File: config.mk
export PLATFORM = sky130hd
export DESIGN_NAME = gpmd_regs
export DESIGN_NICKNAME = d
export VERILOG_FILES = /design/src/gpmd_pkg.sv /design/src/gpmd_regs.sv
export SDC_FILE = /design/constraint.sdc
export NUM_CORES = 1
export LEC_CHECK = 0
export BUFFER_PORTS_ARGS = -buffer_cell sky130_fd_sc_hd__buf_2
export CAP_MARGIN = 5
export CELL_PAD_IN_SITES_DETAIL_PLACEMENT = 1
export CELL_PAD_IN_SITES_GLOBAL_PLACEMENT = 1
export CORE_MARGIN = 3
export CORE_UTILIZATION = 25
export CTS_BUF_LIST = sky130_fd_sc_hd__clkbuf_4 sky130_fd_sc_hd__clkbuf_8
export DETAILED_ROUTE_END_ITERATION = 10
export PLACE_DENSITY_LB_ADDON = 0.08
export SLEW_MARGIN = 20
export SYNTH_ARGS = -nofsm -noshare
export SYNTH_HDL_FRONTEND = slang
export SYNTH_SLANG_ARGS = --single-unit
File: constraint.sdc
create_clock -name clk -period 3 [get_ports clk]
set_input_delay 0.15 -clock clk [delete_from_list [all_inputs] [get_ports clk]]
set_output_delay 0.15 -clock clk [all_outputs]
set_load 0.005 [all_outputs]
File: src/gpmd_pkg.sv
package gpmd_pkg;

  // Width of the configuration address and data.
  localparam int unsigned PADDR_W = 5;
  localparam int unsigned PDATA_W = 32;

  // Product of a 24-bit coefficient and a 9-bit signed coordinate.
  localparam int unsigned PROD_W = 33;
  // Two products and a 32-bit offset.
  localparam int unsigned SUM_W = 35;

  localparam logic CMD_MERGE = 1'b0;
  localparam logic CMD_READ  = 1'b1;

  // Every cell holds this value after the clearing pass.
  localparam logic signed [7:0] RESET_CODE = 8'sd51;

  localparam logic [7:0] COST_UNKNOWN   = 8'd255;
  localparam logic [7:0] COST_LETHAL    = 8'd254;
  localparam logic [7:0] COST_INSCRIBED = 8'd253;
  localparam logic [7:0] COST_FREE      = 8'd0;

  typedef enum logic [2:0] {
    REG_UNKNOWN   = 3'd0,
    REG_INSCRIBED = 3'd1,
    REG_ROT_COS   = 3'd2,
    REG_ROT_SIN   = 3'd3,
    REG_X_OFFSET  = 3'd4,
    REG_Y_OFFSET  = 3'd5,
    REG_LAYER_EN  = 3'd6
  } reg_idx_t;

  typedef struct packed {
    logic signed [7:0]  unknown_code;
    logic signed [7:0]  inscribed_code;
    logic signed [23:0] rot_cos;
    logic signed [23:0] rot_sin;
    logic signed [31:0] x_offset;
    logic signed [31:0] y_offset;
    logic               layer_enable;
  } cfg_t;

  typedef enum logic [1:0] {
    RES_MERGE = 2'd0,
    RES_OFF   = 2'd1,
    RES_READ  = 2'd2
  } res_kind_t;

  typedef struct packed {
    logic      cap;
    logic      clr_wr;
    logic      tgt_wr;
    logic      tgt_rd;
    logic      cell_from_mem;
    logic      nbr_rd;
    logic [2:0] nbr_idx;
    logic      nbr_chk;
    logic      rd_issue;
    logic      out_ld;
    res_kind_t res_kind;
  } dp_cmd_t;

  typedef struct packed {
    logic clr_last;
    logic off_grid;
    logic val_unknown;
    logic cell_obst;
    logic out_busy;
  } dp_sts_t;

endpackage

File: src/gpmd_regs.sv
module gpmd_regs (
  input  logic                             clk,
  input  logic                             rst_n,
  input  logic                             psel,
  input  logic                             penable,
  input  logic                             pwrite,
  input  logic [gpmd_pkg::PADDR_W-1:0]     paddr,
  input  logic [gpmd_pkg::PDATA_W-1:0]     pwdata,
  output logic [gpmd_pkg::PDATA_W-1:0]     prdata,
  output logic                             pready,
  output gpmd_pkg::cfg_t                   cfg
);

  gpmd_pkg::cfg_t   cfg_r;
  gpmd_pkg::reg_idx_t idx;
  logic             wr;

  assign idx    = gpmd_pkg::reg_idx_t'(paddr[4:2]);
  assign wr     = psel && penable && pwrite;
  assign pready = 1'b1;
  assign cfg    = cfg_r;

  always_ff @(posedge clk) begin
    if (!rst_n) begin
      cfg_r.unknown_code   <= 8'sd51;
      cfg_r.inscribed_code <= 8'sd50;
      cfg_r.rot_cos        <= 24'sd65536;
      cfg_r.rot_sin        <= '0;
      cfg_r.x_offset       <= '0;
      cfg_r.y_offset       <= '0;
      cfg_r.layer_enable   <= 1'b1;
    end else if (wr) begin
      unique case (idx)
        gpmd_pkg::REG_UNKNOWN:   cfg_r.unknown_code   <= pwdata[7:0];
        gpmd_pkg::REG_INSCRIBED: cfg_r.inscribed_code <= pwdata[7:0];
        gpmd_pkg::REG_ROT_COS:   cfg_r.rot_cos        <= pwdata[23:0];
        gpmd_pkg::REG_ROT_SIN:   cfg_r.rot_sin        <= pwdata[23:0];
        gpmd_pkg::REG_X_OFFSET:  cfg_r.x_offset       <= pwdata;
        gpmd_pkg::REG_Y_OFFSET:  cfg_r.y_offset       <= pwdata;
        gpmd_pkg::REG_LAYER_EN:  cfg_r.layer_enable   <= pwdata[0];
        default: ;
      endcase
    end
  end

  always_comb begin
    unique case (idx)
      gpmd_pkg::REG_UNKNOWN:   prdata = {24'd0, cfg_r.unknown_code};
      gpmd_pkg::REG_INSCRIBED: prdata = {24'd0, cfg_r.inscribed_code};
      gpmd_pkg::REG_ROT_COS:   prdata = {8'd0, cfg_r.rot_cos};
      gpmd_pkg::REG_ROT_SIN:   prdata = {8'd0, cfg_r.rot_sin};
      gpmd_pkg::REG_X_OFFSET:  prdata = cfg_r.x_offset;
      gpmd_pkg::REG_Y_OFFSET:  prdata = cfg_r.y_offset;
      gpmd_pkg::REG_LAYER_EN:  prdata = {31'd0, cfg_r.layer_enable};
      default:                 prdata = '0;
    endcase
  end

endmodule

# Yosys cells after proc, flatten, opt, wreduce, memory -nomap -nowiden
# Cells that the tools add are included.
[word_totals]
ff_bits = 129
latch_bits = 0
mem_bits_rw = 0
romBits = 0
inputBits = 42
out_inout_bits = 162
elab_cells = 24
mem_count = 0
[classes]
add_sub_neg = 0
n_mul = 0
div = 0
order_cmp = 0
n_eq_ne = 6
shift = 0
n_mux = 1
bitwise_logic = 0
n_reduce_logical = 10
[op_table]
columns = ["op", "count"]
rows = [
  ["32-bit case mux with 7 select lines", 1],
  ["2-bit AND reduction", 7],
  ["3-bit equality test, second input constant", 3],
  ["3-bit by 2-bit equality test with 1-bit output, second input constant", 2],
  ["3-bit by 1-bit equality test with 1-bit output, second input constant", 1],
  ["3-bit logical NOT", 1],
  ["1-bit logical AND", 2],
]

# Depth between registers and ports, before layout
[logic_depth]
word_depth = 3
mapped_depth = 5
depth_no_buf = 3

# Least setup slack after synthesis
# OpenSTA, ideal clock, no wires.
[synth_timing]
path_type = "input to register"
startpoint = "in paddr[2] in the netlist's numbering"
endpoint = "reg cfg_r, in the netlist cfg[121]"
setup_ns = 0.120
arrival_time_ns = 1.234
required_ns = 2.880
slack_ns = 1.646
cell_stages = 5
n_path_buf = 2
cell_sequence = "buf_2 -> nand4b_4 -> or3_1 -> buf_2 -> a211o_1"
[synth_between]
elab_chain_cells = 2
[synth_rtl]
columns = ["element", "line", "source"]
rows = [
  ["from (decl)", "gpmd_regs.sv:7", "input logic [gpmd_pkg::PADDR_W-1:0] paddr,"],
  ["3-bit logical NOT", "gpmd_regs.sv:33", "unique case (idx)"],
  ["2-bit AND reduction (no line)", "--", ""],
  ["to (decl)", "gpmd_regs.sv:14", "gpmd_pkg::cfg_t cfg_r;"],
]
# Every way passes these cells.
# A chain may end at the register's enable or synchronous reset.

# Worst setup path in the final report
[layout_timing]
startpoint = "in paddr[3] in the netlist's numbering"
endpoint = "out prdata[1] in the netlist's numbering"
[layout_between]
elab_chain_cells = 2
elab_cells_between_ends = 8
cone_classes = "eq/ne (6); mux (1); reduce/logical (1)"
[layout_rtl]
columns = ["element", "line", "source"]
rows = [
  ["3-bit equality test (tied with other cells)", "gpmd_regs.sv:47", "unique case (idx)"],
  ["32-bit case mux with 7 select lines *", "gpmd_regs.sv:47", ""],
  ["to (decl)", "gpmd_regs.sv:9", "output logic [gpmd_pkg::PDATA_W-1:0] prdata,"],
]
# Every way passes the cells marked *; elsewhere a longest branch is shown, timed or not.

==> flow_summary_export.csv <==
group,metric,value,unit
logic_synthesis,seq_area_frac_synth,45.5,%
clocking,clockBufferDepth,2,
layout,final_common_cell,"buf_2",
hold_path,hold_path_class,"in -> reg",
hold_path,hold_end,"cfg[51]",
hold_path,whs_path_depth,3,
timing,tightest_slew,756,ps
timing,fin_worst_skew,0,ps
logic_synthesis,synthDistinctLibCells,32,
routing,via_per_inst,4.75,
logic_synthesis,yosysTopAreaCellShare,45.5,%
global_routing,grt_usage,16.5,%
layout,drive_gt1_share,32.8,%
timing,slew_headroom,49.2,%
setup_path,max_stage_delay,600,ps
layout,antenna_cells_inserted,0,
routing,wirelength,20.3,mm
clocking,clkTransAtPathRegs,80,ps
setup_path,end_kind,"primary output",
layout,fillers,2558,
logic_synthesis,synth.area.top_cells,"dfxtp_1 46%, mux2i_1 26%, nand2_1 10%",
timing,whs,47.1,ps
timing,slew_viol_final,0,
setup_path,cp_slowest_cell,"nand2b_1",
run_status,status,"finished clean",
power_and_ir_drop,power_leakage,3.27,nW
routing,drtAntennaViolNets,0,
layout,nNetsFinal,830,
setup_path,rrSetupSlack,2310,ps
global_routing,grt_antenna_before_repair,1,
timing,rsz0062_at_grt,"no",
clocking,tritoncts,"built",
timing,setup_violations,0,
floorplan,ios,204,
global_routing,first_global_vias,5452,
power_and_ir_drop,pwr_density_cell,506,mW/mm²
global_routing,grt_pass1_wl,31.5,mm
layout,final_cell_mix,"199 x buf_2, 155 x nand2_1, 147 x mux2i_1",
logic_synthesis,syn_area_per_cell,9.54,µm²
floorplan,dieWidth,157,µm
layout,largest_reg_flops,129,
routing,vias,5140,
job,drv_cap,0,
timing,final_hold_viol_count,0,
logic_synthesis,ys_warn_count,0,
layout,area.sequential,0.00258,mm²
hold_path,hp-start,"pwdata[18]",
floorplan,die_height,157,µm
setup_path,worstPathMaxFanout,22,
routing,wl_per_cell,18.8,µm
timing,fin_setup_tns,0,ps
global_routing,overflow,0,
logic_synthesis,syn-cell-area,0.00568,mm²
clocking,clock_latency,430,ps
setup_path,cp_common_cell,"buf_2",
setup_path,start_kind,"input port",
clocking,cts_sinks,129,
floorplan,core_area,0.0221,mm²
power_and_ir_drop,ir_drop,0.232,mV
clocking,cts_buffers,17,
logic_synthesis,synth_nets,637,
clocking,htreeDepth,4,
routing,drt_iter0_markers,160,
clocking,cts_root_buffer,"clkbuf_8",
place,place.gp.congestion,0.783,
timing,fmax,477,MHz
floorplan,rows,54,
routing,drt_first_pass_iters,4,
logic_synthesis,synth-seq-cells,129,
setup_path,crit_buf_inv,2,
setup_path,crit_family,"simple AND/OR/NAND/NOR gates",
setup_path,worstPathRequired,2850,ps
setup_path,critPathKind,"in -> out",
power_and_ir_drop,power.total,3.84,mW
place,numPortBuffers,200,
timing,period_share,69.8,%
layout,area_delta_synth_final,33.8,%
floorplan,start_util,25.7,%
logic_synthesis,netlist_instances,595,
routing,drc,0,
setup_path,worstReg2RegEnd,"cfg[0]",
setup_path,worst-r2r-cell-count,2,
logic_synthesis,yosysTopAreaCell,"dfxtp_1",
layout,multi_input_area,0.00288,mm²
setup_path,cp_data_arrival_time,1950,ps
place,dp.final_hpwl,14.4,mm
setup_path,cp_cell_sequence,"buf_2 -> nand2b_1 -> nor2_1 -> a221o_1 -> buf_2",
global_routing,grt_max_degree,66,
timing,period_minus_slack,2100,ps
floorplan,die-area,0.0245,mm²
setup_path,r2r_start,"cfg[0]",
worst reg2reg max path, stage by stage, from the launching register on:
cell and delay (ps):
dfxtp_1 340, o21ai_0 70, o311ai_0 150
synth_stat cells:
cell / number
nor4_1: 1
or3_1: 5
o2bb2ai_1: 1
clkbuf_1: 30
buf_1: 1
o22ai_1: 1
o221ai_1: 3
nand4_1: 1
mux4_2: 1
dfxtp_1: 129
a221o_1: 3
a32o_1: 3
nor2_1: 16
inv_1: 3
nand2_1: 155
a22oi_1: 15
o21ai_0: 2
conb_1: 1
o211ai_1: 1
o311ai_0: 2
a211o_1: 1
nand4b_4: 1
buf_4: 5
nor2_2: 4
buf_2: 15
nand2b_1: 2
nor2b_1: 6
a221oi_1: 15
nor3_1: 1
mux2i_1: 147
a21oi_1: 15
mux2_2: 9
where the power goes:
part | switching [mW] | total (mW) | internal [mW]
Combinational | 0.175 | 0.286 | 0.111
Sequential | 0.0106 | 1.73 | 1.72
Clock | 0.726 | 1.82 | 1.10
repair_timing:
item,4_1_cts,5_1_grt
hold buffers,11,0
hold endpoints to repair,20,0
resized for setup,0,0
setup buffers,0,0
per-stage QoR:
| stage | setup WS (ps) | std cells | instance area (µm²) | util (%) |
|---|---|---|---|---|
| after global placement | 760 | 1038 | 7000 | 31.7 |
| after CTS | 885 | 1081 | 7590 | 34.4 |
| after detailed placement | 692 | 1038 | 7000 | 31.7 |
| final | 905 | 1081 | 7590 | 34.4 |
| after floorplan | 1650 | 595 | 5680 | - |
| after global routing | 805 | 1081 | 7590 | 34.4 |
per-layer routing:
metal / routed length [µm] / vias to the layer above / track usage [%] / share of wire, %
li1: - / 2462 / - / -
met1: 9050 / 2537 / 20.8 / 45
met2: 9840 / 126 / 27.6 / 49
met3: 1200 / 13 / 5.50 / 5.9
met4: 185 / 2 / 3.33 / 0.91
met5: 7 / - / 0 / 0.035
kinds of logic (layout without fill, tap and decap cells):
logic type,count (synthesis),in the layout,share of synthesized area [%]
multiplexers,157,157,28.1
buffers and inverters,54,260,4.23
other,1,1,0.0661
flip-flops,129,129,45.5
AO/OA/AOI/OAI,62,62,8.18
AND/OR/NAND/NOR,192,192,13.9
final cells by class:
class	count	share of cell area (%)
flip-flops and latches	129	34.0
multi-input cells	412	38.0
well taps	280	4.62
clock buffers	19	3.28
clock inverters	13	3.08
repair buffers	225	16.9
inverters	3	0.148
worst max path at each step:
stage                     startpoint        end  slack (ps)  depth (start not counted)
after detailed placement    paddr[3]    cfg[70]         690                          5
after CTS                   paddr[3]  prdata[4]         880                          5
after floorplan             paddr[2]   cfg[121]        1650                          5
after global placement      paddr[3]    cfg[74]         760                          5
after global routing        paddr[3]  prdata[4]         800                          5
final                       paddr[3]  prdata[1]         900                          5
No activity file was read; power rests on OpenSTA's default activity.
