--- src/gpmd_pkg.sv ---
package gpmd_pkg;

  // Width of the configuration address and data.
  localparam int unsigned PADDR_W = 5;
  localparam int unsigned PDATA_W = 32;

  // Product of a 24-bit coefficient and a 9-bit signed coordinate.
  localparam int unsigned PROD_W = 33;
  // Two products and a 32-bit offset.
  localparam int unsigned SUM_W = 35;

  localparam logic CMD_MERGE = 1'b0;
  localparam logic CMD_READ  = 1'b1;

  // Every cell holds this value after the clearing pass.
  localparam logic signed [7:0] RESET_CODE = 8'sd51;

  localparam logic [7:0] COST_UNKNOWN   = 8'd255;
  localparam logic [7:0] COST_LETHAL    = 8'd254;
  localparam logic [7:0] COST_INSCRIBED = 8'd253;
  localparam logic [7:0] COST_FREE      = 8'd0;

  typedef enum logic [2:0] {
    REG_UNKNOWN   = 3'd0,
    REG_INSCRIBED = 3'd1,
    REG_ROT_COS   = 3'd2,
    REG_ROT_SIN   = 3'd3,
    REG_X_OFFSET  = 3'd4,
    REG_Y_OFFSET  = 3'd5,
    REG_LAYER_EN  = 3'd6
  } reg_idx_t;

  typedef struct packed {
    logic signed [7:0]  unknown_code;
    logic signed [7:0]  inscribed_code;
    logic signed [23:0] rot_cos;
    logic signed [23:0] rot_sin;
    logic signed [31:0] x_offset;
    logic signed [31:0] y_offset;
    logic               layer_enable;
  } cfg_t;

  typedef enum logic [1:0] {
    RES_MERGE = 2'd0,
    RES_OFF   = 2'd1,
    RES_READ  = 2'd2
  } res_kind_t;

  typedef struct packed {
    logic      cap;
    logic      clr_wr;
    logic      tgt_wr;
    logic      tgt_rd;
    logic      cell_from_mem;
    logic      nbr_rd;
    logic [2:0] nbr_idx;
    logic      nbr_chk;
    logic      rd_issue;
    logic      out_ld;
    res_kind_t res_kind;
  } dp_cmd_t;

  typedef struct packed {
    logic clr_last;
    logic off_grid;
    logic val_unknown;
    logic cell_obst;
    logic out_busy;
  } dp_sts_t;

endpackage

--- src/gpmd_ctrl.sv ---
module gpmd_ctrl (
  input  logic              clk,
  input  logic              rst_n,
  input  logic              in_valid,
  input  logic              in_cmd,
  output logic              in_stall,
  input  gpmd_pkg::dp_sts_t sts,
  output gpmd_pkg::dp_cmd_t cmd
);

  typedef enum logic [3:0] {
    S_CLR, S_IDLE, S_CALC, S_TGT, S_TGT_WAIT, S_CHK, S_NBR, S_RD, S_DONE
  } state_t;

  state_t               state_r, state_nxt;
  logic [3:0]           cnt_r, cnt_nxt;
  gpmd_pkg::res_kind_t  kind_r, kind_nxt;

  assign in_stall = (state_r != S_IDLE);

  always_comb begin
    state_nxt         = state_r;
    cnt_nxt           = cnt_r;
    kind_nxt          = kind_r;
    cmd               = '0;
    cmd.res_kind      = kind_r;
    cmd.nbr_idx       = cnt_r[2:0];
    unique case (state_r)
      S_CLR: begin
        cmd.clr_wr = 1'b1;
        if (sts.clr_last) state_nxt = S_IDLE;
      end
      S_IDLE: begin
        if (in_valid) begin
          cmd.cap = 1'b1;
          cnt_nxt = '0;
          state_nxt = (in_cmd == gpmd_pkg::CMD_READ) ? S_RD : S_CALC;
        end
      end
      S_CALC: begin
        // Products, sums, rounding and the linear index are each registered in turn.
        cnt_nxt = cnt_r + 4'd1;
        if (cnt_r == 4'd3) state_nxt = S_TGT;
      end
      S_TGT: begin
        priority if (sts.off_grid) begin
          kind_nxt  = gpmd_pkg::RES_OFF;
          state_nxt = S_DONE;
        end else if (!sts.val_unknown) begin
          cmd.tgt_wr = 1'b1;
          state_nxt  = S_CHK;
        end else begin
          cmd.tgt_rd = 1'b1;
          state_nxt  = S_TGT_WAIT;
        end
      end
      S_TGT_WAIT: begin
        cmd.cell_from_mem = 1'b1;
        state_nxt = S_CHK;
      end
      S_CHK: begin
        cnt_nxt  = '0;
        kind_nxt = gpmd_pkg::RES_MERGE;
        state_nxt = sts.cell_obst ? S_NBR : S_DONE;
      end
      S_NBR: begin
        // Each neighbor is read in one state and conditionally written in the next.
        cmd.nbr_rd  = (cnt_r != 4'd8);
        cmd.nbr_chk = (cnt_r != 4'd0);
        cnt_nxt = cnt_r + 4'd1;
        if (cnt_r == 4'd8) state_nxt = S_DONE;
      end
      S_RD: begin
        cmd.rd_issue = 1'b1;
        kind_nxt  = gpmd_pkg::RES_READ;
        state_nxt = S_DONE;
      end
      S_DONE: begin
        if (!sts.out_busy) begin
          cmd.out_ld = 1'b1;
          state_nxt  = S_IDLE;
        end
      end
      default: state_nxt = S_IDLE;
    endcase
  end

  always_ff @(posedge clk) begin
    if (!rst_n) begin
      state_r <= S_CLR;
      cnt_r   <= '0;
      kind_r  <= gpmd_pkg::RES_MERGE;
    end else begin
      state_r <= state_nxt;
      cnt_r   <= cnt_nxt;
      kind_r  <= kind_nxt;
    end
  end

endmodule

--- config.mk ---
export PLATFORM = sky130hd
export DESIGN_NAME = gpmd_ctrl
export DESIGN_NICKNAME = d
export VERILOG_FILES = /design/src/gpmd_pkg.sv /design/src/gpmd_ctrl.sv
export SDC_FILE = /design/constraint.sdc
export NUM_CORES = 1
export LEC_CHECK = 0
export BUFFER_PORTS_ARGS = -buffer_cell sky130_fd_sc_hd__buf_2
export CAP_MARGIN = 20
export CELL_PAD_IN_SITES_DETAIL_PLACEMENT = 1
export CELL_PAD_IN_SITES_GLOBAL_PLACEMENT = 2
export CORE_MARGIN = 5
export CORE_UTILIZATION = 25
export DETAILED_ROUTE_END_ITERATION = 6
export HOLD_SLACK_MARGIN = 0.1
export PLACE_DENSITY_LB_ADDON = 0.1
export SLEW_MARGIN = 10
export SYNTH_ARGS = -nofsm -noshare
export SYNTH_HDL_FRONTEND = slang
export SYNTH_SLANG_ARGS = --single-unit
--- constraint.sdc ---
create_clock -name clk -period 1.7 [get_ports clk]
set_clock_uncertainty 0.2 [all_clocks]
set_input_delay 0.17 -clock clk [delete_from_list [all_inputs] [get_ports clk]]
set_output_delay 0.17 -clock clk [all_outputs]
set_load 0.1 [all_outputs]
# ---- Word-level counts from Yosys, hierarchy flattened
# Index checks and enable logic that the tools add are counted.
dict set report totals {
  regBits 10
  latch_bits 0
  ramBits 0
  rom_bits 0
  input_bits 9
  word_cells 57
  mem_count 0
}
dict set report classes {
  addsub 1
  multipliers 0
  n_div 0
  magnitude_cmp 0
  n_eq_ne 18
  shifts 0
  n_mux 27
  bitwise 0
  n_reduce_logical 8
}
# op count
set op_table {}
lappend op_table {{$pmux W4 S9} 1}
lappend op_table {{$mux W4} 8}
lappend op_table {{$eq A4 B3 Y1 const B} 4}
lappend op_table {{$eq A4 B2 Y1 const B} 3}
lappend op_table {{$mux W1} 12}
lappend op_table {{$ne A2 B2 Y1 const B} 6}
lappend op_table {{$pmux W4 S3} 1}
lappend op_table {{$eq A4 B4 Y1 const B} 2}
lappend op_table {{$mux W2} 3}
lappend op_table {{$pmux W2 S3} 1}
lappend op_table {{$reduce_bool A3 Y1} 2}
lappend op_table {{$reduce_and A5 Y1} 1}
lappend op_table {{$add A4 B1 Y4 const B} 1}
lappend op_table {{$eq A4 B1 Y1 const B} 1}
lappend op_table {{$logic_not A4 Y1} 1}
lappend op_table {{$ne A4 B1 Y1 const B} 1}
lappend op_table {{$ne A4 B4 Y1 const B} 1}
lappend op_table {{$reduce_and A2 Y1} 2}
lappend op_table {{$reduce_bool A4 Y1} 1}
lappend op_table {{$mux W3} 1}
lappend op_table {{$reduce_or A2 Y1} 1}

# ---- Depth between registers and ports, before layout
# Gate-level depths: netlist (run 1).
dict set report depth {
  word_depth 4
  depth_mapped 6
  mapped_depth_nobuf 6
}

# ---- Worst setup path after synthesis (run 1)
# No wires, ideal clock.
dict set report synth_timing {
  path_type {register to output}
  from {register state_r[2]}
  to {output cmd[2] in the netlist's numbering}
  arrival_time_ns 3.680
  required_ns 1.330
  slack_ns -2.350
  stages_incl_launch_ff 4
  path_cell_list {dfxtp_1 -> clkbuf_1 -> nor2_1 -> nor4bb_1}
}
# item line
set synth_rtl {}
lappend synth_rtl {{start, declared} gpmd_ctrl.sv:15} ;# state_t state_r, state_nxt;
lappend synth_rtl {{start signal, assigned} gpmd_ctrl.sv:94} ;# state_r <= state_nxt;
lappend synth_rtl {{end, declared} gpmd_ctrl.sv:8} ;# output gpmd_pkg::dp_cmd_t cmd

==> results.yml, run 1 <==
synth:
  synthMostInstantiatedCell: "nor2_1"
  yosysTopAreaCell: "dfxtp_1"
  synthTopCellsByArea: "dfxtp_1 25%, nor2_1 6.1%, nand2_1 5.7%"
  synth_top_area_frac: 0.252
  syn_nets: 115
  synth-seq-cells: 10
  netlist_area_um2: 796
  postSynth.asyncResetShare: 0
  syn_avg_cell_area_um2: 7.65
  synth_common_cells: "13 x nor2_1, 12 x nand2_1, 10 x dfxtp_1, 5 x a21oi_1"
  synth-seq-area-share: 0.252
  syn_inst: 104
  synth_cell_types: 43
  synth_ff_type: "dfxtp_1"
  ys_warn_count: 0
  synth_edf_count: 0
critical_path:
  cp_max_fo: 2
  critPathArrivalTime_ns: 1.45
  rrSetupSlack_ns: -0.10
  r2r-end: "state_r[1]"
  r2r_cells: 7
  endpoint_kind: "output pin"
  crit_required_ns: 1.33
  critPathKind: "reg2out"
  worst_setup_path_start_kind: "flip-flop"
  worstReg2RegStart: "cnt_r[0]"
floorplanning:
  fp.dieH_um: 66.4
  die_w_um: 66.4
  num_rows: 20
  core_area_um2: 3050
  start_util: 0.261
  dieArea_um2: 4410
  io_pins: 24
clocking:
  worstSkewPairLatency_ns: 0.27
  root_buffer: "clkbuf_4"
  cts_sinks: 10
  cts_buffer_depth: 2
  cts_tree: "yes"
  cts_buffers: 3
  path_clk_slew_ns: 0.08
  cts_htree_levels: 1
worst_hold_path:
  min_from: "in_valid"
  hold_depth: 4
  hold_path_end: "cnt_r[2]"
  min_path_type: "in2reg"
run_status:
  status: "complete, but fails checks"
  violations: "negative setup slack"
timing:
  worst_pin_slew_ns: 0.487
  worst_slew_margin_rel: 0.678
  fmax_mhz: 550
  grt_setup_unrepaired: "true"
  finalCritPeriodShare: 1.07
  hold_viol_final: 0
  drv_slew: 0
  fin_ws_ns: -0.117
  finalSetupViolCount: 12
  period_minus_slack_ns: 1.82
  whs_ns: 0.160
cells_and_area:
  antenna_cells: 0
  area_growth_pct: 104
  nets: 174
  final_layout_size_suffix_gt1_frac: 0.630
  layout.cells.non_filler: 206
  fin_area_um2: 1620
power:
  p_leak_nw: 0.698
  peakVddDrop_uv: 749
  p_per_area_nw_per_um2: 1810
  p_total_mw: 2.94
detailed_routing:
  wl_per_cell_um: 13.8
  post-route-drc-count: 0
  drt_iter0_drc: 28
  postRouteAntennaNets: 0
  wl_um: 2850
  dr.pass1.iters: 4
  vias_per_cell: 4.79
  num_vias: 987
place:
  portBuffers: 23
  dp.cells: 179
  dp_hpwl_um: 2010
  dp_slack_ns: -0.0897
  gp_congestion: 0.759
  place_area_um2: 1290
global_routing:
  grt_overflow_total: 0
  grt_pass1_wl_um: 4750
  grt_use_total: 0.139
  grt_max_degree: 11
  antenna_found_initial: 0
  grt_pass1_vias: 1000
run:
  cap_violations: 0
sequential cells by signal (all words and copies together) (netlist names):
signal and flops:
cnt_r 4, state_r 4, kind_r 2
final cells by class:
cell class / count / area, um2
Multi-Input combinational cell: 80 / 683
Fill cell: 365 / 1430
Sequential cell: 10 / 213
Inverter: 4 / 15.0
Timing Repair Buffer: 64 / 621
Clock buffer: 4 / 36.3
Tap cell: 44 / 55.1
stage by stage:
step	setup TNS, ns	util
6_report	-0.678	0.532
3_5_place_dp	-0.185	0.423
2_1_floorplan	-1.38	-
4_1_cts	-0.836	0.503
3_3_place_gp	-0.105	0.423
5_1_grt	-1.63	0.532
how the worst max path moves through the flow:
stage          slack [ns]       start  cells past startpoint          to
2_1_floorplan       -0.36    cnt_r[0]                      5  state_r[2]
4_1_cts             -0.14    cnt_r[1]                      5      cmd[8]
5_1_grt             -0.19    cnt_r[1]                      5      cmd[8]
6_report            -0.12    cnt_r[0]                      5      cmd[8]
3_5_place_dp        -0.09  state_r[3]                      4  state_r[1]
3_3_place_gp        -0.04  state_r[3]                      4  state_r[2]
timing repair:
action / 4_1_cts / 5_1_grt
gates resized for setup: 25 / 7
hold buffers: 2 / 0
endpoints found under the setup margin: 12 / 16
hold endpoints to repair: 5 / 0
buffers inserted: 13 / 8
pin swaps: 9 / 4
report_power, final:
part	total (mW)	leakage, nW	internal, mW	switching [mW]
Combinational	2.36	0.592	1.08	1.28
Clock	0.225	0.0210	0.130	0.0948
Sequential	0.355	0.0845	0.300	0.0550
logic make-up after synthesis:
group / Yosys count / share of synthesized area
buffers and inverters: 14 / 0.0959
XOR/XNOR: 2 / 0.0220
adder cells (fa/ha/maj): 2 / 0.0314
AO/OA/AOI/OAI: 24 / 0.241
flip-flops: 10 / 0.252
multiplexers: 2 / 0.0267
AND/OR/NAND/NOR: 50 / 0.332
routing by layer:
metal  up-vias  wire length (um)  part of all wire  track usage
li1        483                 -                 -            -
met1       483              1250              0.44        0.171
met2        15              1460              0.51        0.238
met3         6               104             0.036       0.0323
met4         0                42             0.015       0.0431
met5         -                 0                 0            0
cells in the final DEF, fill, tap and decap left out, types with 3 or more instances in the layout:
cell	netlist	final
a21oi_1	5	4
buf_12	0	11
buf_2	1	13
buf_4	4	30
buf_6	1	8
clkbuf_4	0	3
dfxtp_1	10	4
dfxtp_2	0	4
nand2_1	12	9
nor2_1	13	8
nor2_4	0	4
worst max-delay path, stage by stage (launching register included):
cell and delay, ns:
dfxtp_2 0.34, inv_2 0.05, ha_4 0.15, and3b_2 0.21, nor3_4 0.22, buf_12 0.20
Power figures use the tool's default switching activity.
==> run 2: changes to the inputs <==
--- a/config.mk
+++ b/config.mk
@@ -5,15 +5,16 @@
 export SDC_FILE = /design/constraint.sdc
 export NUM_CORES = 1
 export LEC_CHECK = 0
-export BUFFER_PORTS_ARGS = -buffer_cell sky130_fd_sc_hd__buf_2
 export CAP_MARGIN = 20
 export CELL_PAD_IN_SITES_DETAIL_PLACEMENT = 1
 export CELL_PAD_IN_SITES_GLOBAL_PLACEMENT = 2
 export CORE_MARGIN = 5
-export CORE_UTILIZATION = 25
+export CORE_UTILIZATION = 30
 export DETAILED_ROUTE_END_ITERATION = 6
+export DONT_BUFFER_PORTS = 1
 export HOLD_SLACK_MARGIN = 0.1
 export PLACE_DENSITY_LB_ADDON = 0.1
+export SKIP_CTS_REPAIR_TIMING = 1
 export SLEW_MARGIN = 10
 export SYNTH_ARGS = -nofsm -noshare
 export SYNTH_HDL_FRONTEND = slang
==> results.yml, run 2 (synthesis results as in run 1) <==
run_status:
  status: "complete, but fails checks"
  violations: "negative setup slack"
timing:
  hold_viol_final: 0
  finalSetupViolCount: 14
  grt_setup_unrepaired: "true"
  worst_slew_margin_rel: 0.785
  finalCritPeriodShare: 1.11
  worst_pin_slew_ns: 0.323
  drv_slew: 0
  fmax_mhz: 528
  fin_ws_ns: -0.192
  period_minus_slack_ns: 1.89
cells_and_area:
  layout_common_cells: "29 x buf_4, 13 x buf_12, 9 x nand2_1, 8 x nor2_1, 8 x buf_6"
  multi_input_comb_area_um2: 709
  seq_area_um2: 218
  fin_area_um2: 1660
  layout_commonest_cell: "buf_4"
  nets: 167
  area_growth_pct: 109
  final_util: 0.665
  antenna_cells: 0
  fillerInstances: 256
  reg.largest.list: "cnt_r (4), state_r (4), kind_r (2)"
  final_layout_size_suffix_gt1_frac: 0.604
critical_path:
  worst_setup_path_start_kind: "flip-flop"
  critPathArrivalTime_ns: 1.52
  crit_required_ns: 1.33
  critPathKind: "reg2out"
  rrSetupSlack_ns: -0.14
  cp_max_fo: 5
  endpoint_kind: "output pin"
  r2r-end: "state_r[1]"
  r2r_cells: 4
  worstReg2RegStart: "state_r[2]"
place:
  portBuffers: 0
  gp_congestion: 0.840
  place_area_um2: 1250
  dp_hpwl_um: 2080
clocking:
  cts_htree_levels: 1
  path_clk_slew_ns: 0.09
  cts_sinks: 10
  cts_buffer_depth: 2
  worstSkewPairLatency_ns: 0.29
  cts_tree: "yes"
  cts_buffers: 3
  root_buffer: "clkbuf_4"
run:
  cap_violations: 0
floorplanning:
  fp.dieH_um: 61.5
  core_area_um2: 2500
  start_util: 0.318
  io_pins: 24
  dieArea_um2: 3780
  num_rows: 18
  die_w_um: 61.5
detailed_routing:
  vias_per_cell: 5.51
  postRouteAntennaNets: 0
  wl_per_cell_um: 21.7
  post-route-drc-count: 0
  drt_iter0_drc: 43
  dr.pass1.iters: 4
  num_vias: 1014
  wl_um: 3990
worst_hold_path:
  hold_depth: 3
  hold_path_end: "state_r[2]"
  min_from: "sts[1]"
  min_path_type: "in2reg"
global_routing:
  grt_pass1_vias: 860
  grt_use_total: 0.150
  grt_overflow_total: 0
  grt_pass1_wl_um: 4070
  antenna_found_initial: 0
  grt_max_degree: 16
power:
  peakVddDrop_uv: 1480
  p_leak_nw: 0.670
  p_per_area_nw_per_um2: 1930
run 2: cell count changes in the layout (fill, tap and decap cells not counted), moves of 2 or more:
cell           previous run  this run
buf_2                    13         0
dlygate4sd3_1             2         5
buf_12                   11        13
dfxtp_2                   4         2
dfxtp_4                   2         4
run 2: per-layer routing:
layer,vias up,track usage,share of wire
li1,472,-,-
met1,508,0.207,0.42
met2,24,0.230,0.53
met3,10,0.0189,0.032
met4,0,0.0727,0.023
met5,-,0,0
run 2: critical path, cell delays in order (launching register included):
cell,delay [ns]
dfxtp_4,0.39
inv_4,0.05
ha_4,0.15
and3b_2,0.22
nor3_4,0.23
buf_12,0.21
run 2: worst max path at each step:
stage	from	to	slack, ns	cells past startpoint
floorplan	cnt_r[0]	state_r[2]	-0.36	5
global placement	state_r[3]	state_r[2]	-0.02	4
detailed placement	state_r[3]	state_r[2]	-0.06	4
CTS	state_r[0]	cmd[11]	-0.34	6
global route	cnt_r[0]	cmd[8]	-0.26	5
finish	cnt_r[0]	cmd[8]	-0.19	5
run 2: per-stage QoR:
stage                     setup WS, ns  instances  hold WS (ns)  power [mW]  TNS [ns]
after floorplan                 -0.365        104        0.0838        1.63     -1.38
after global placement         -0.0185        157        0.0970        2.19   -0.0349
after detailed placement       -0.0592        157        0.0973        2.22    -0.149
after CTS                       -0.336        160        -0.203        2.41     -2.59
after global routing            -0.257        184        0.0908        3.32     -2.62
final                           -0.192        184        0.0879        3.22     -1.84
run 2: final cells by class:
type | count | area share
Clock buffer | 3 | 0.0135
Inverter | 4 | 0.0105
Multi-Input combinational cell | 80 | 0.427
Sequential cell | 10 | 0.131
Tap cell | 30 | 0.0226
Timing Repair Buffer | 57 | 0.396
run 2: where the power goes:
group	internal (mW)	switching (mW)
combinational	1.22	1.42
sequential	0.304	0.0851
clock	0.0824	0.108
